$ cat src/design/dq_pkg.sv
`timescale 1ns / 1ps
// ----------------------------------------------------------------------------
// Double-ended queue package
// Request codes, status codes, the default depth and the result info type
// shared by the queue control logic and the top level.
// ----------------------------------------------------------------------------
package dq_pkg;

    localparam int DQ_DEPTH_DEFAULT = 16;

    localparam logic [2:0] REQ_PUSH_FRONT = 3'd0;
    localparam logic [2:0] REQ_PUSH_BACK  = 3'd1;
    localparam logic [2:0] REQ_POP_FRONT  = 3'd2;
    localparam logic [2:0] REQ_POP_BACK   = 3'd3;
    localparam logic [2:0] REQ_REVERSE    = 3'd4;

    localparam logic [1:0] ST_OK    = 2'd0;
    localparam logic [1:0] ST_EMPTY = 2'd1;
    localparam logic [1:0] ST_FULL  = 2'd2;

    // Per-request result flags that travel with the occupancy.
    typedef struct packed {
        logic [1:0] status;
        logic       pop_valid;
    } t_res_info;

endpackage

$ cat src/design/dq_mem.sv
`timescale 1ns / 1ps
// ----------------------------------------------------------------------------
// Double-ended queue word store
// Single-port-write, single-port-read synchronous memory with a registered
// read output that holds its value until the next enabled read.
// ----------------------------------------------------------------------------
module dq_mem #(
    parameter int DEPTH = 16
) (
    input  logic                     i_clk,
    input  logic                     i_we,
    input  logic [$clog2(DEPTH)-1:0] i_waddr,
    input  logic [31:0]              i_wdata,
    input  logic                     i_re,
    input  logic [$clog2(DEPTH)-1:0] i_raddr,
    output logic [31:0]              o_rdata
);

    logic [31:0] r_mem [DEPTH];
    logic [31:0] r_rdata;

    always_ff @(posedge i_clk) begin
        if (i_we) begin
            r_mem[i_waddr] <= i_wdata;
        end
    end

    always_ff @(posedge i_clk) begin
        if (i_re) begin
            r_rdata <= r_mem[i_raddr];
        end
    end

    assign o_rdata = r_rdata;

endmodule

$ cat src/design/dq_ctrl.sv
`timescale 1ns / 1ps
// ----------------------------------------------------------------------------
// Double-ended queue control
// Holds the ring indices, the occupancy count and the reverse flag, decodes
// each request and issues the matching memory write or read.
// ----------------------------------------------------------------------------
module dq_ctrl
    import dq_pkg::*;
#(
    parameter int DEPTH = 16
) (
    input  logic                       i_clk,
    input  logic                       i_rst_n,
    input  logic                       i_accept,
    input  logic [2:0]                 i_req_type,
    output logic                       o_we,
    output logic [$clog2(DEPTH)-1:0]   o_waddr,
    output logic                       o_re,
    output logic [$clog2(DEPTH)-1:0]   o_raddr,
    output t_res_info                  o_info,
    output logic [$clog2(DEPTH+1)-1:0] o_occupancy
);

    localparam int IW = $clog2(DEPTH);
    localparam int CW = $clog2(DEPTH + 1);
    localparam logic [IW-1:0] IDX_LAST = IW'(DEPTH - 1);
    localparam logic [CW-1:0] CNT_FULL = CW'(DEPTH);

    logic [IW-1:0] r_front, n_front;
    logic [IW-1:0] r_back,  n_back;
    logic [CW-1:0] r_count, n_count;
    logic          r_rev,   n_rev;

    logic          front_end;
    logic [IW-1:0] front_dec, front_inc, back_dec, back_inc;

    assign front_inc = (r_front == IDX_LAST) ? '0 : r_front + 1'b1;
    assign front_dec = (r_front == '0) ? IDX_LAST : r_front - 1'b1;
    assign back_inc  = (r_back == IDX_LAST) ? '0 : r_back + 1'b1;
    assign back_dec  = (r_back == '0) ? IDX_LAST : r_back - 1'b1;

    // The reverse flag swaps which physical end serves the logical front.
    assign front_end = ((i_req_type == REQ_PUSH_FRONT) || (i_req_type == REQ_POP_FRONT))
                       ^ r_rev;

    always_comb begin
        n_front        = r_front;
        n_back         = r_back;
        n_count        = r_count;
        n_rev          = r_rev;
        o_we           = 1'b0;
        o_waddr        = r_back;
        o_re           = 1'b0;
        o_raddr        = r_front;
        o_info.status    = ST_OK;
        o_info.pop_valid = 1'b0;
        case (i_req_type)
            REQ_PUSH_FRONT, REQ_PUSH_BACK: begin
                if (r_count == CNT_FULL) begin
                    o_info.status = ST_FULL;
                end else if (front_end) begin
                    n_front = front_dec;
                    o_waddr = front_dec;
                    o_we    = i_accept;
                    n_count = r_count + 1'b1;
                end else begin
                    o_waddr = r_back;
                    n_back  = back_inc;
                    o_we    = i_accept;
                    n_count = r_count + 1'b1;
                end
            end
            REQ_POP_FRONT, REQ_POP_BACK: begin
                if (r_count == '0) begin
                    o_info.status = ST_EMPTY;
                end else if (front_end) begin
                    o_raddr          = r_front;
                    n_front          = front_inc;
                    o_re             = i_accept;
                    n_count          = r_count - 1'b1;
                    o_info.pop_valid = 1'b1;
                end else begin
                    n_back           = back_dec;
                    o_raddr          = back_dec;
                    o_re             = i_accept;
                    n_count          = r_count - 1'b1;
                    o_info.pop_valid = 1'b1;
                end
            end
            REQ_REVERSE: begin
                n_rev = ~r_rev;
            end
            default: begin
                // Unused request codes leave the queue untouched.
            end
        endcase
    end

    always_ff @(posedge i_clk) begin
        if (!i_rst_n) begin
            r_front <= '0;
            r_back  <= '0;
            r_count <= '0;
            r_rev   <= 1'b0;
        end else if (i_accept) begin
            r_front <= n_front;
            r_back  <= n_back;
            r_count <= n_count;
            r_rev   <= n_rev;
        end
    end

    assign o_occupancy = n_count;

endmodule

$ cat src/design/double_ended_queue_core.sv
`timescale 1ns / 1ps
// ----------------------------------------------------------------------------
// Double-ended queue core
// Bounded deque of signed 32-bit words kept in a ring buffer memory.
// ----------------------------------------------------------------------------
// Usage:
// Requests enter on the slave stream: s_axis_tuser carries the request code
// (push front, push back, pop front, pop back, reverse) and s_axis_tdata the
// word to push. Every accepted beat yields exactly one result beat on the
// master stream with the popped word, the occupancy after the request, a
// pop-valid flag and a status (ok, empty on a refused pop, full on a
// refused push).
// The result beat is presented right after the edge that accepts the request
// beat and can be taken at the following edge. One request is taken per cycle
// as long as the result register is empty or being drained; the registered
// memory read of a pop lands directly in the result path.
// When the receiver stalls, the result beat is held and s_axis_tready drops
// until it is taken. Reset empties the queue, clears the reverse flag and
// drops any pending result; the word memory itself is not cleared.
// ----------------------------------------------------------------------------
module double_ended_queue_core
    import dq_pkg::*;
#(
    parameter int DEPTH = DQ_DEPTH_DEFAULT
) (
    input  logic        i_clk,
    input  logic        i_rst_n,
    input  logic        s_axis_tvalid,
    output logic        s_axis_tready,
    input  logic [31:0] s_axis_tdata,   // [31:0] push_value
    input  logic [2:0]  s_axis_tuser,   // [2:0] req_type
    output logic        m_axis_tvalid,
    input  logic        m_axis_tready,
    // pop_value from bit 0, then occupancy, zero padded to whole bytes
    output logic [((32 + $clog2(DEPTH+1) + 7) / 8) * 8 - 1:0] m_axis_tdata,
    output logic [2:0]  m_axis_tuser    // [0] pop_valid, [2:1] status
);

    localparam int IW = $clog2(DEPTH);
    localparam int CW = $clog2(DEPTH + 1);
    localparam int OW = ((32 + CW + 7) / 8) * 8;

    logic          accept;
    logic          mem_we;
    logic          mem_re;
    logic [IW-1:0] mem_waddr;
    logic [IW-1:0] mem_raddr;
    logic [31:0]   mem_rdata;
    t_res_info     res_info;
    logic [CW-1:0] res_occ;

    logic          r_out_valid;
    t_res_info     r_out_info;
    logic [CW-1:0] r_out_occ;

    // The result register doubles as the skid stage: a new request is taken
    // whenever the current result is absent or leaving this cycle.
    assign s_axis_tready = !r_out_valid || m_axis_tready;
    assign accept        = s_axis_tvalid && s_axis_tready;

    dq_ctrl #(
        .DEPTH(DEPTH)
    ) u_ctrl (
        .i_clk      (i_clk),
        .i_rst_n    (i_rst_n),
        .i_accept   (accept),
        .i_req_type (s_axis_tuser),
        .o_we       (mem_we),
        .o_waddr    (mem_waddr),
        .o_re       (mem_re),
        .o_raddr    (mem_raddr),
        .o_info     (res_info),
        .o_occupancy(res_occ)
    );

    // Read data stays in the memory's output register while the result
    // waits, since reads are only enabled on accepted pops.
    dq_mem #(
        .DEPTH(DEPTH)
    ) u_mem (
        .i_clk  (i_clk),
        .i_we   (mem_we),
        .i_waddr(mem_waddr),
        .i_wdata(s_axis_tdata),
        .i_re   (mem_re),
        .i_raddr(mem_raddr),
        .o_rdata(mem_rdata)
    );

    always_ff @(posedge i_clk) begin
        if (!i_rst_n) begin
            r_out_valid <= 1'b0;
        end else if (s_axis_tready) begin
            r_out_valid <= s_axis_tvalid;
        end
    end

    always_ff @(posedge i_clk) begin
        if (accept) begin
            r_out_info <= res_info;
            r_out_occ  <= res_occ;
        end
    end

    assign m_axis_tvalid = r_out_valid;
    assign m_axis_tdata  = OW'({r_out_occ, (r_out_info.pop_valid ? mem_rdata : 32'd0)});
    assign m_axis_tuser  = {r_out_info.status, r_out_info.pop_valid};

endmodule

$ cat config.mk
export PLATFORM = sky130hd
export DESIGN_NAME = double_ended_queue_core
export DESIGN_NICKNAME = d
export VERILOG_FILES = /design/src/design/dq_pkg.sv /design/src/design/dq_mem.sv /design/src/design/dq_ctrl.sv /design/src/design/double_ended_queue_core.sv
export SDC_FILE = /design/constraint.sdc
export NUM_CORES = 1
export LEC_CHECK = 0
export ABC_AREA = 1
export BUFFER_PORTS_ARGS = -buffer_cell sky130_fd_sc_hd__buf_4
export CORE_UTILIZATION = 53
export DETAILED_ROUTE_END_ITERATION = 7
export GPL_TIMING_DRIVEN = 0
export PLACE_DENSITY = 0.71
export SYNTH_ARGS = -nofsm -noshare
export SYNTH_HDL_FRONTEND = slang
export SYNTH_SLANG_ARGS = --single-unit
$ cat constraint.sdc
create_clock -name i_clk -period 7.1 [get_ports i_clk]
set_input_delay 1.065 -clock i_clk [delete_from_list [all_inputs] [get_ports i_clk]]
set_output_delay 1.065 -clock i_clk [all_outputs]
set_load 0.01 [all_outputs]
Yosys cells after proc, flatten, opt, wreduce, memory -nomap -nowiden
Memory sizes are Yosys's and may differ from the RTL's. A register that Yosys moved wholly into a read port is not among the register bits.
Index checks and enable logic that the tools add are counted.
{"block": "totals", "input_bits": 39, "wordCells": 78, "reg_bits": 23, "output_inout_bits": 45, "n_memories": 1, "ram_bits": 512}
{"memory": "u_mem.r_mem", "words": 16, "width": 32, "read_ports": 1, "rd_ports_with_merged_regs": 1, "write_ports": 1, "line": "dq_mem.sv:19", "source": "logic [31:0] r_mem [DEPTH];"}
{"block": "op_classes", "add_sub_neg": 6, "eq_ne": 13, "n_mux": 34, "reduce_logical": 14, "bitwise_logic": 2}
{"cell": "4-bit 2-to-1 mux", "n": 18}
{"cell": "32-bit 2-to-1 mux", "n": 1}
{"cell": "4-bit case mux with 2 select lines", "n": 2}
{"cell": "6-bit AND reduction", "n": 2}
{"cell": "5-bit 2-to-1 mux", "n": 2}
{"cell": "5-bit case mux with 2 select lines", "n": 1}
{"cell": "4-bit by 1-bit adder with 4-bit output (second input constant)", "n": 2}
{"cell": "4-bit equality test (second input constant)", "n": 2}
{"cell": "4-bit logical NOT", "n": 2}
{"cell": "1-bit 2-to-1 mux", "n": 8}
{"cell": "2-bit inequality test (second input constant)", "n": 4}
{"cell": "4-bit by 1-bit subtractor with 4-bit output (second input constant)", "n": 2}
{"cell": "3-bit by 2-bit equality test with 1-bit output (second input constant)", "n": 2}
{"cell": "5-bit by 1-bit adder with 5-bit output (second input constant)", "n": 1}
{"cell": "5-bit equality test (second input constant)", "n": 1}
{"cell": "5-bit logical NOT", "n": 1}
{"cell": "5-bit by 1-bit subtractor with 5-bit output (second input constant)", "n": 1}
{"cell": "2-bit by 1-bit inequality test with 1-bit output (second input constant)", "n": 2}
{"cell": "2-bit case mux with 2 select lines", "n": 1}
{"cell": "2-bit OR reduction", "n": 2}
{"cell": "3-bit by 1-bit equality test with 1-bit output (second input constant)", "n": 1}
{"cell": "3-bit equality test (second input constant)", "n": 1}
{"cell": "3-bit logical NOT", "n": 1}
{"cell": "1-bit logical OR", "n": 2}
{"cell": "7 further kinds", "n": 7}

Depth between registers and ports, before layout
{"block": "depth", "depth_word": 7, "ltp_mapped": 14, "mapped_depth_nobuf": 13}

Hierarchy
From an unflattened synthesis, not the netlist that was laid out.
{"block": "hier_totals", "cells_unflattened": 2430, "area_unflattened_um2": 25026.5}
{"mod": "dq_mem", "area_each_um2": 23050.9, "instances": 1, "cells_per_inst": 2120, "seq_area_each_um2": 16335.7}
{"mod": "dq_ctrl", "area_each_um2": 1390.1, "instances": 1, "cells_per_inst": 224, "seq_area_each_um2": 280.3}
{"mod": "double_ended_queue_core", "area_each_um2": 585.6, "instances": 1, "cells_per_inst": 86, "seq_area_each_um2": 260.2}

Least setup slack after synthesis
OpenSTA, ideal clock, no wires.
{"block": "synth_path", "kind": "input-to-reg", "start": "input port s_axis_tuser[1]", "end": "memory u_mem.r_mem[7][0], enable pin", "cell_stages": 7, "required_time_ns": 6.679, "setup_time_ns": 0.421, "path_buffers": 0, "arrival_ns": 3.422, "slack_ns": 3.257, "path_cell_list": "nor2_1 > nand2_1 > nor2_2 > inv_1 > o21ai_0 > nand3_1 > nor2_1"}
{"block": "synth_between", "elab_chain_len": 6, "word_cells_on_any_way": 12, "cone_classes": "eq/ne: 2; mux: 6; bitwise: 1; reduce/logical: 3"}
{"item": "from (decl)", "line": "double_ended_queue_core.sv:31", "source": "input logic [2:0] s_axis_tuser,"}
{"item": "3-bit by 2-bit equality test with 1-bit output or 3-bit logical NOT (tied branches)", "line": "dq_ctrl.sv:43, dq_ctrl.sv:57"}
{"item": "1-bit logical OR", "line": "dq_ctrl.sv:43", "source": "assign front_end = ((i_req_type == REQ_PUSH_FRONT) || (i_req_type == REQ_POP_FRONT))"}
{"item": "1-bit XOR", "line": "dq_ctrl.sv:44", "source": "^ r_rev;"}
{"item": "4-bit 2-to-1 mux", "line": "dq_ctrl.sv:61", "source": "end else if (front_end) begin"}
{"item": "4-bit 2-to-1 mux", "line": "dq_ctrl.sv:59", "source": "if (r_count == CNT_FULL) begin"}
{"item": "4-bit 2-to-1 mux", "line": "dq_ctrl.sv:57", "source": "case (i_req_type)"}
{"item": "to (decl)", "line": "dq_mem.sv:19"}
Several ways; a longest one is shown, not always the timed one.

Final worst setup path
{"block": "layout_path", "start": "register u_ctrl.r_count[0]", "end": "memory u_mem.r_mem[6][21], enable pin"}
{"block": "layout_between", "elab_chain_len": 5, "word_cells_on_any_way": 7, "cone_classes": "eq/ne: 1; mux: 6"}
{"item": "from (decl)", "line": "dq_ctrl.sv:31", "source": "logic [CW-1:0] r_count, n_count;"}
{"item": "from (signal assigned)", "line": "dq_ctrl.sv:108", "source": "r_count <= n_count;"}
{"item": "5-bit equality test *", "line": "dq_ctrl.sv:59"}
{"item": "1-bit 2-to-1 mux", "line": "dq_ctrl.sv:59"}
{"item": "1-bit 2-to-1 mux", "line": "dq_ctrl.sv:57"}
{"item": "1-bit 2-to-1 mux", "line": "dq_mem.sv:23", "source": "if (i_we) begin"}
{"item": "1-bit 2-to-1 mux (implied by the code)", "line": "dq_mem.sv:24", "source": "r_mem[i_waddr] <= i_wdata;"}
Mark *: on every way between the ends. The rest lies on a longest branch, timed or not.

==> out/qor.yml <==
grt_usage_pct: 28.5
clockPowerShare_pct: 38.6
drtPass1Iterations: 8
ys_seq_area_share_pct: 67.0
tritoncts: "done"
hold_slack_ps: 475
drv_slew: 0
hold_viol: 0
ios: 84
slew_headroom_pct: 38.9
synthAdderAreaFrac_pct: 0.298
min-delay-start: "u_ctrl.r_rev"
violations: "design-rule violations"
die_area_sq_um: 48400
drv_cap: 0
yosysWarnings: 0
stdcell_count: 3128
cts_root_buf: "clkbuf_16"
cts_buffer_depth: 3
r2r_cells: 12
critPathArrivalTime_ps: 3910
grt-ovfl-total: 0
routedWlPerCell_microns: 21.6
p_int_mw: 5.63
ir_drop_mv: 0.210
rsz0062_at_grt: "no"
fin_crit_ps: 3590
r2r_start: "u_ctrl.r_count[0]"
finalInstanceArea_sq_um: 28900
antenna_found_initial: 0
r2r_end: "u_mem.r_mem[6][21]"
pwr-share-seq_pct: 49.7
initial_core_util_pct: 54.0
die_h_microns: 220
reg2reg_slack_ps: 3510
cts.htree.levels: 2
avgSynthCellArea_sq_um: 10.8
outcome: "finished, violations left"
crit_type: "reg -> reg"
dp_hpwl_mm: 45.4
ys_ff_latch: 567
place_congestion: 0.888
yosysTopAreaCell: "edfxtp_1"
power_switching_mw: 1.88
cts-buffers-inserted: 57
finalCritPeriodShare_pct: 50.5
drc: 6
clock_sinks: 567
synthDistinctLibCells: 38
cts-resized-gates: 0
diodes: 0
die_w_microns: 220
dp.cells: 3027
grt_pass1_vias: 16973
synth_top_area_share_pct: 65.8
grt_max_degree: 22
holdPathStages: 1
port_buffers: 80
insertion_delay_ps: 640
grt_pass1_wl_mm: 101
worst_pin_slew_ps: 917
syn_inst: 2321
fin_util_pct: 61.9
pwr-share-comb_pct: 11.7
dr_total_vias: 17658
cp.required_ps: 7420
synthTopCellsByArea: "edfxtp_1 (66%), nand3_1 (9.8%), nand2_1 (6.3%)"
drive_gt1_share_pct: 12.8
wl_mm: 67.7
syn_area_sq_um: 25200
rows: 79
hold_path_class: "reg -> reg"
postRouteAntennaNets: 0
skew_ps: 22.3
finalSetupViolations: 0
cp-start-kind: "register"
synth-compound-area-share_pct: 1.28
synth-simple-area-share_pct: 21.9
area_growth_pct: 14.7
synthMuxAreaShare_pct: 0
postPlaceCellArea_sq_um: 27100
powerDensity_nw_per_um2: 260
fin_nets: 2524
vias_per_cell: 5.65
synth-xor-area-share_pct: 0.348
final.setup.tns_ps: 0
drt_iter0_markers: 2102
p_leak_nw: 11.8
fp.coreArea_sq_um: 46700
postCtsSetupRepairBufs: 0
fmax_mhz: 279
cp-end-kind: "register"
synth_top_family_by_area: "simple AND/OR/NAND/NOR gates"
ctsHoldBuffers: 0
n_fill_cell: 3621
cts.clk_slew.worst_paths_ps: 60
min_to: "u_ctrl.r_rev"
switching_share_pct: 25.1
cp_max_fo: 21
==> routing by layer <==
layer | vias up | part of all wire (%) | global-route usage (%)
met5 | - | 0 | 0
met4 | 0 | 3.9 | 11.7
met3 | 171 | 9.8 | 5.98
met2 | 960 | 47 | 46.2
met1 | 8429 | 39 | 37.4
li1 | 8098 | - | -
==> cells in the mapped netlist (all sizes together) <==
master	number
o21ai	25
o211ai	1
a21oi	14
nor2	32
xor2	6
a311oi	1
xnor2	4
or2	1
o221ai	4
inv	426
conb	1
o21a	2
nor4	1
ha	6
o22ai	1
nand2	432
nand3	497
nand4	1
a211oi	3
dfxtp	15
edfxtp	552
clkbuf	13
a31oi	1
nand3b	160
nor3	3
buf	119
==> power by group through the flow <==
| stage | Clock [mW] | Combinational (mW) | Sequential, mW |
|---|---|---|---|
| CTS | 2.92 | 0.863 | 3.74 |
| floorplan | 0 | 0.502 | 3.81 |
| global placement | 0 | 0.823 | 3.81 |
| finish | 2.90 | 0.876 | 3.74 |
| global route | 3.05 | 0.946 | 3.74 |
| detailed placement | 0 | 0.859 | 3.81 |
==> cell usage in the layout (no fill, tap or decap), types with 17 or more instances in the layout <==
| cell | n |
|---|---|
| buf_2 | 97 |
| buf_4 | 93 |
| clkbuf_1 | 29 |
| clkbuf_16 | 58 |
| edfxtp_1 | 552 |
| inv_1 | 419 |
| nand2_1 | 425 |
| nand3_1 | 495 |
| nand3b_1 | 160 |
| nor2_4 | 17 |
| o21ai_0 | 20 |
==> layout make-up <==
type | count | area (sq um) | area share, %
multi-input cells | 1198 | 6140 | 21.3
clock buffers | 76 | 1540 | 5.33
flip-flops and latches | 567 | 16900 | 58.5
plain buffers | 132 | 688 | 2.38
clock inverters | 25 | 224 | 0.776
repair buffers | 97 | 1040 | 3.60
inverters | 426 | 1600 | 5.54
well taps | 607 | 759 | 2.63
==> critical path: stages, from the launching register on <==
cell and delay (ps):
dfxtp_1 410, inv_1 110, ha_1 260, nand2_1 100, nor2_1 60, nand2_1 60
nand2_1 140, nor2_2 250, inv_1 110, o21ai_0 300, nand3_1 400, nor2_4 820
buf_16 240
==> state kept, by name (all words and copies together) (netlist names) <==
signal,flops
u_ctrl.r_count,5
u_ctrl.r_rev,1
r_out_occ,5
u_ctrl.r_front,4
m_axis_tvalid,1
m_axis_tuser,3
u_mem.o_rdata,32
u_ctrl.r_back,4
u_mem.r_mem,512
==> per-stage QoR <==
step / worst slack, ps / total power, mW
after floorplan: 3260 / 4.31
after global placement: 1320 / 4.63
after detailed placement: 3120 / 4.67
after CTS: 3560 / 7.52
after global routing: 3370 / 7.73
final: 3510 / 7.52
==> kinds of logic after synthesis <==
logic type | after synthesis
compound gates | 52
other cells | 1
buf+inv | 558
flops | 567
simple gates | 1127
xor+xnor | 10
fa+ha+maj | 6
==> worst max-delay path by stage <==
| stage | from | end |
|---|---|---|
| 6_report | u_ctrl.r_count[0] | u_mem.r_mem[6][21] |
| 5_1_grt | u_ctrl.r_count[0] | u_mem.r_mem[6][21] |
| 4_1_cts | m_axis_tuser[0] | m_axis_tdata[12] |
| 3_5_place_dp | s_axis_tuser[1] | u_mem.r_mem[6][21] |
| 3_3_place_gp | s_axis_tuser[1] | u_mem.r_mem[4][16] |
| 2_1_floorplan | s_axis_tuser[1] | u_mem.r_mem[7][0] |
(Power assumes the default switching activity.)
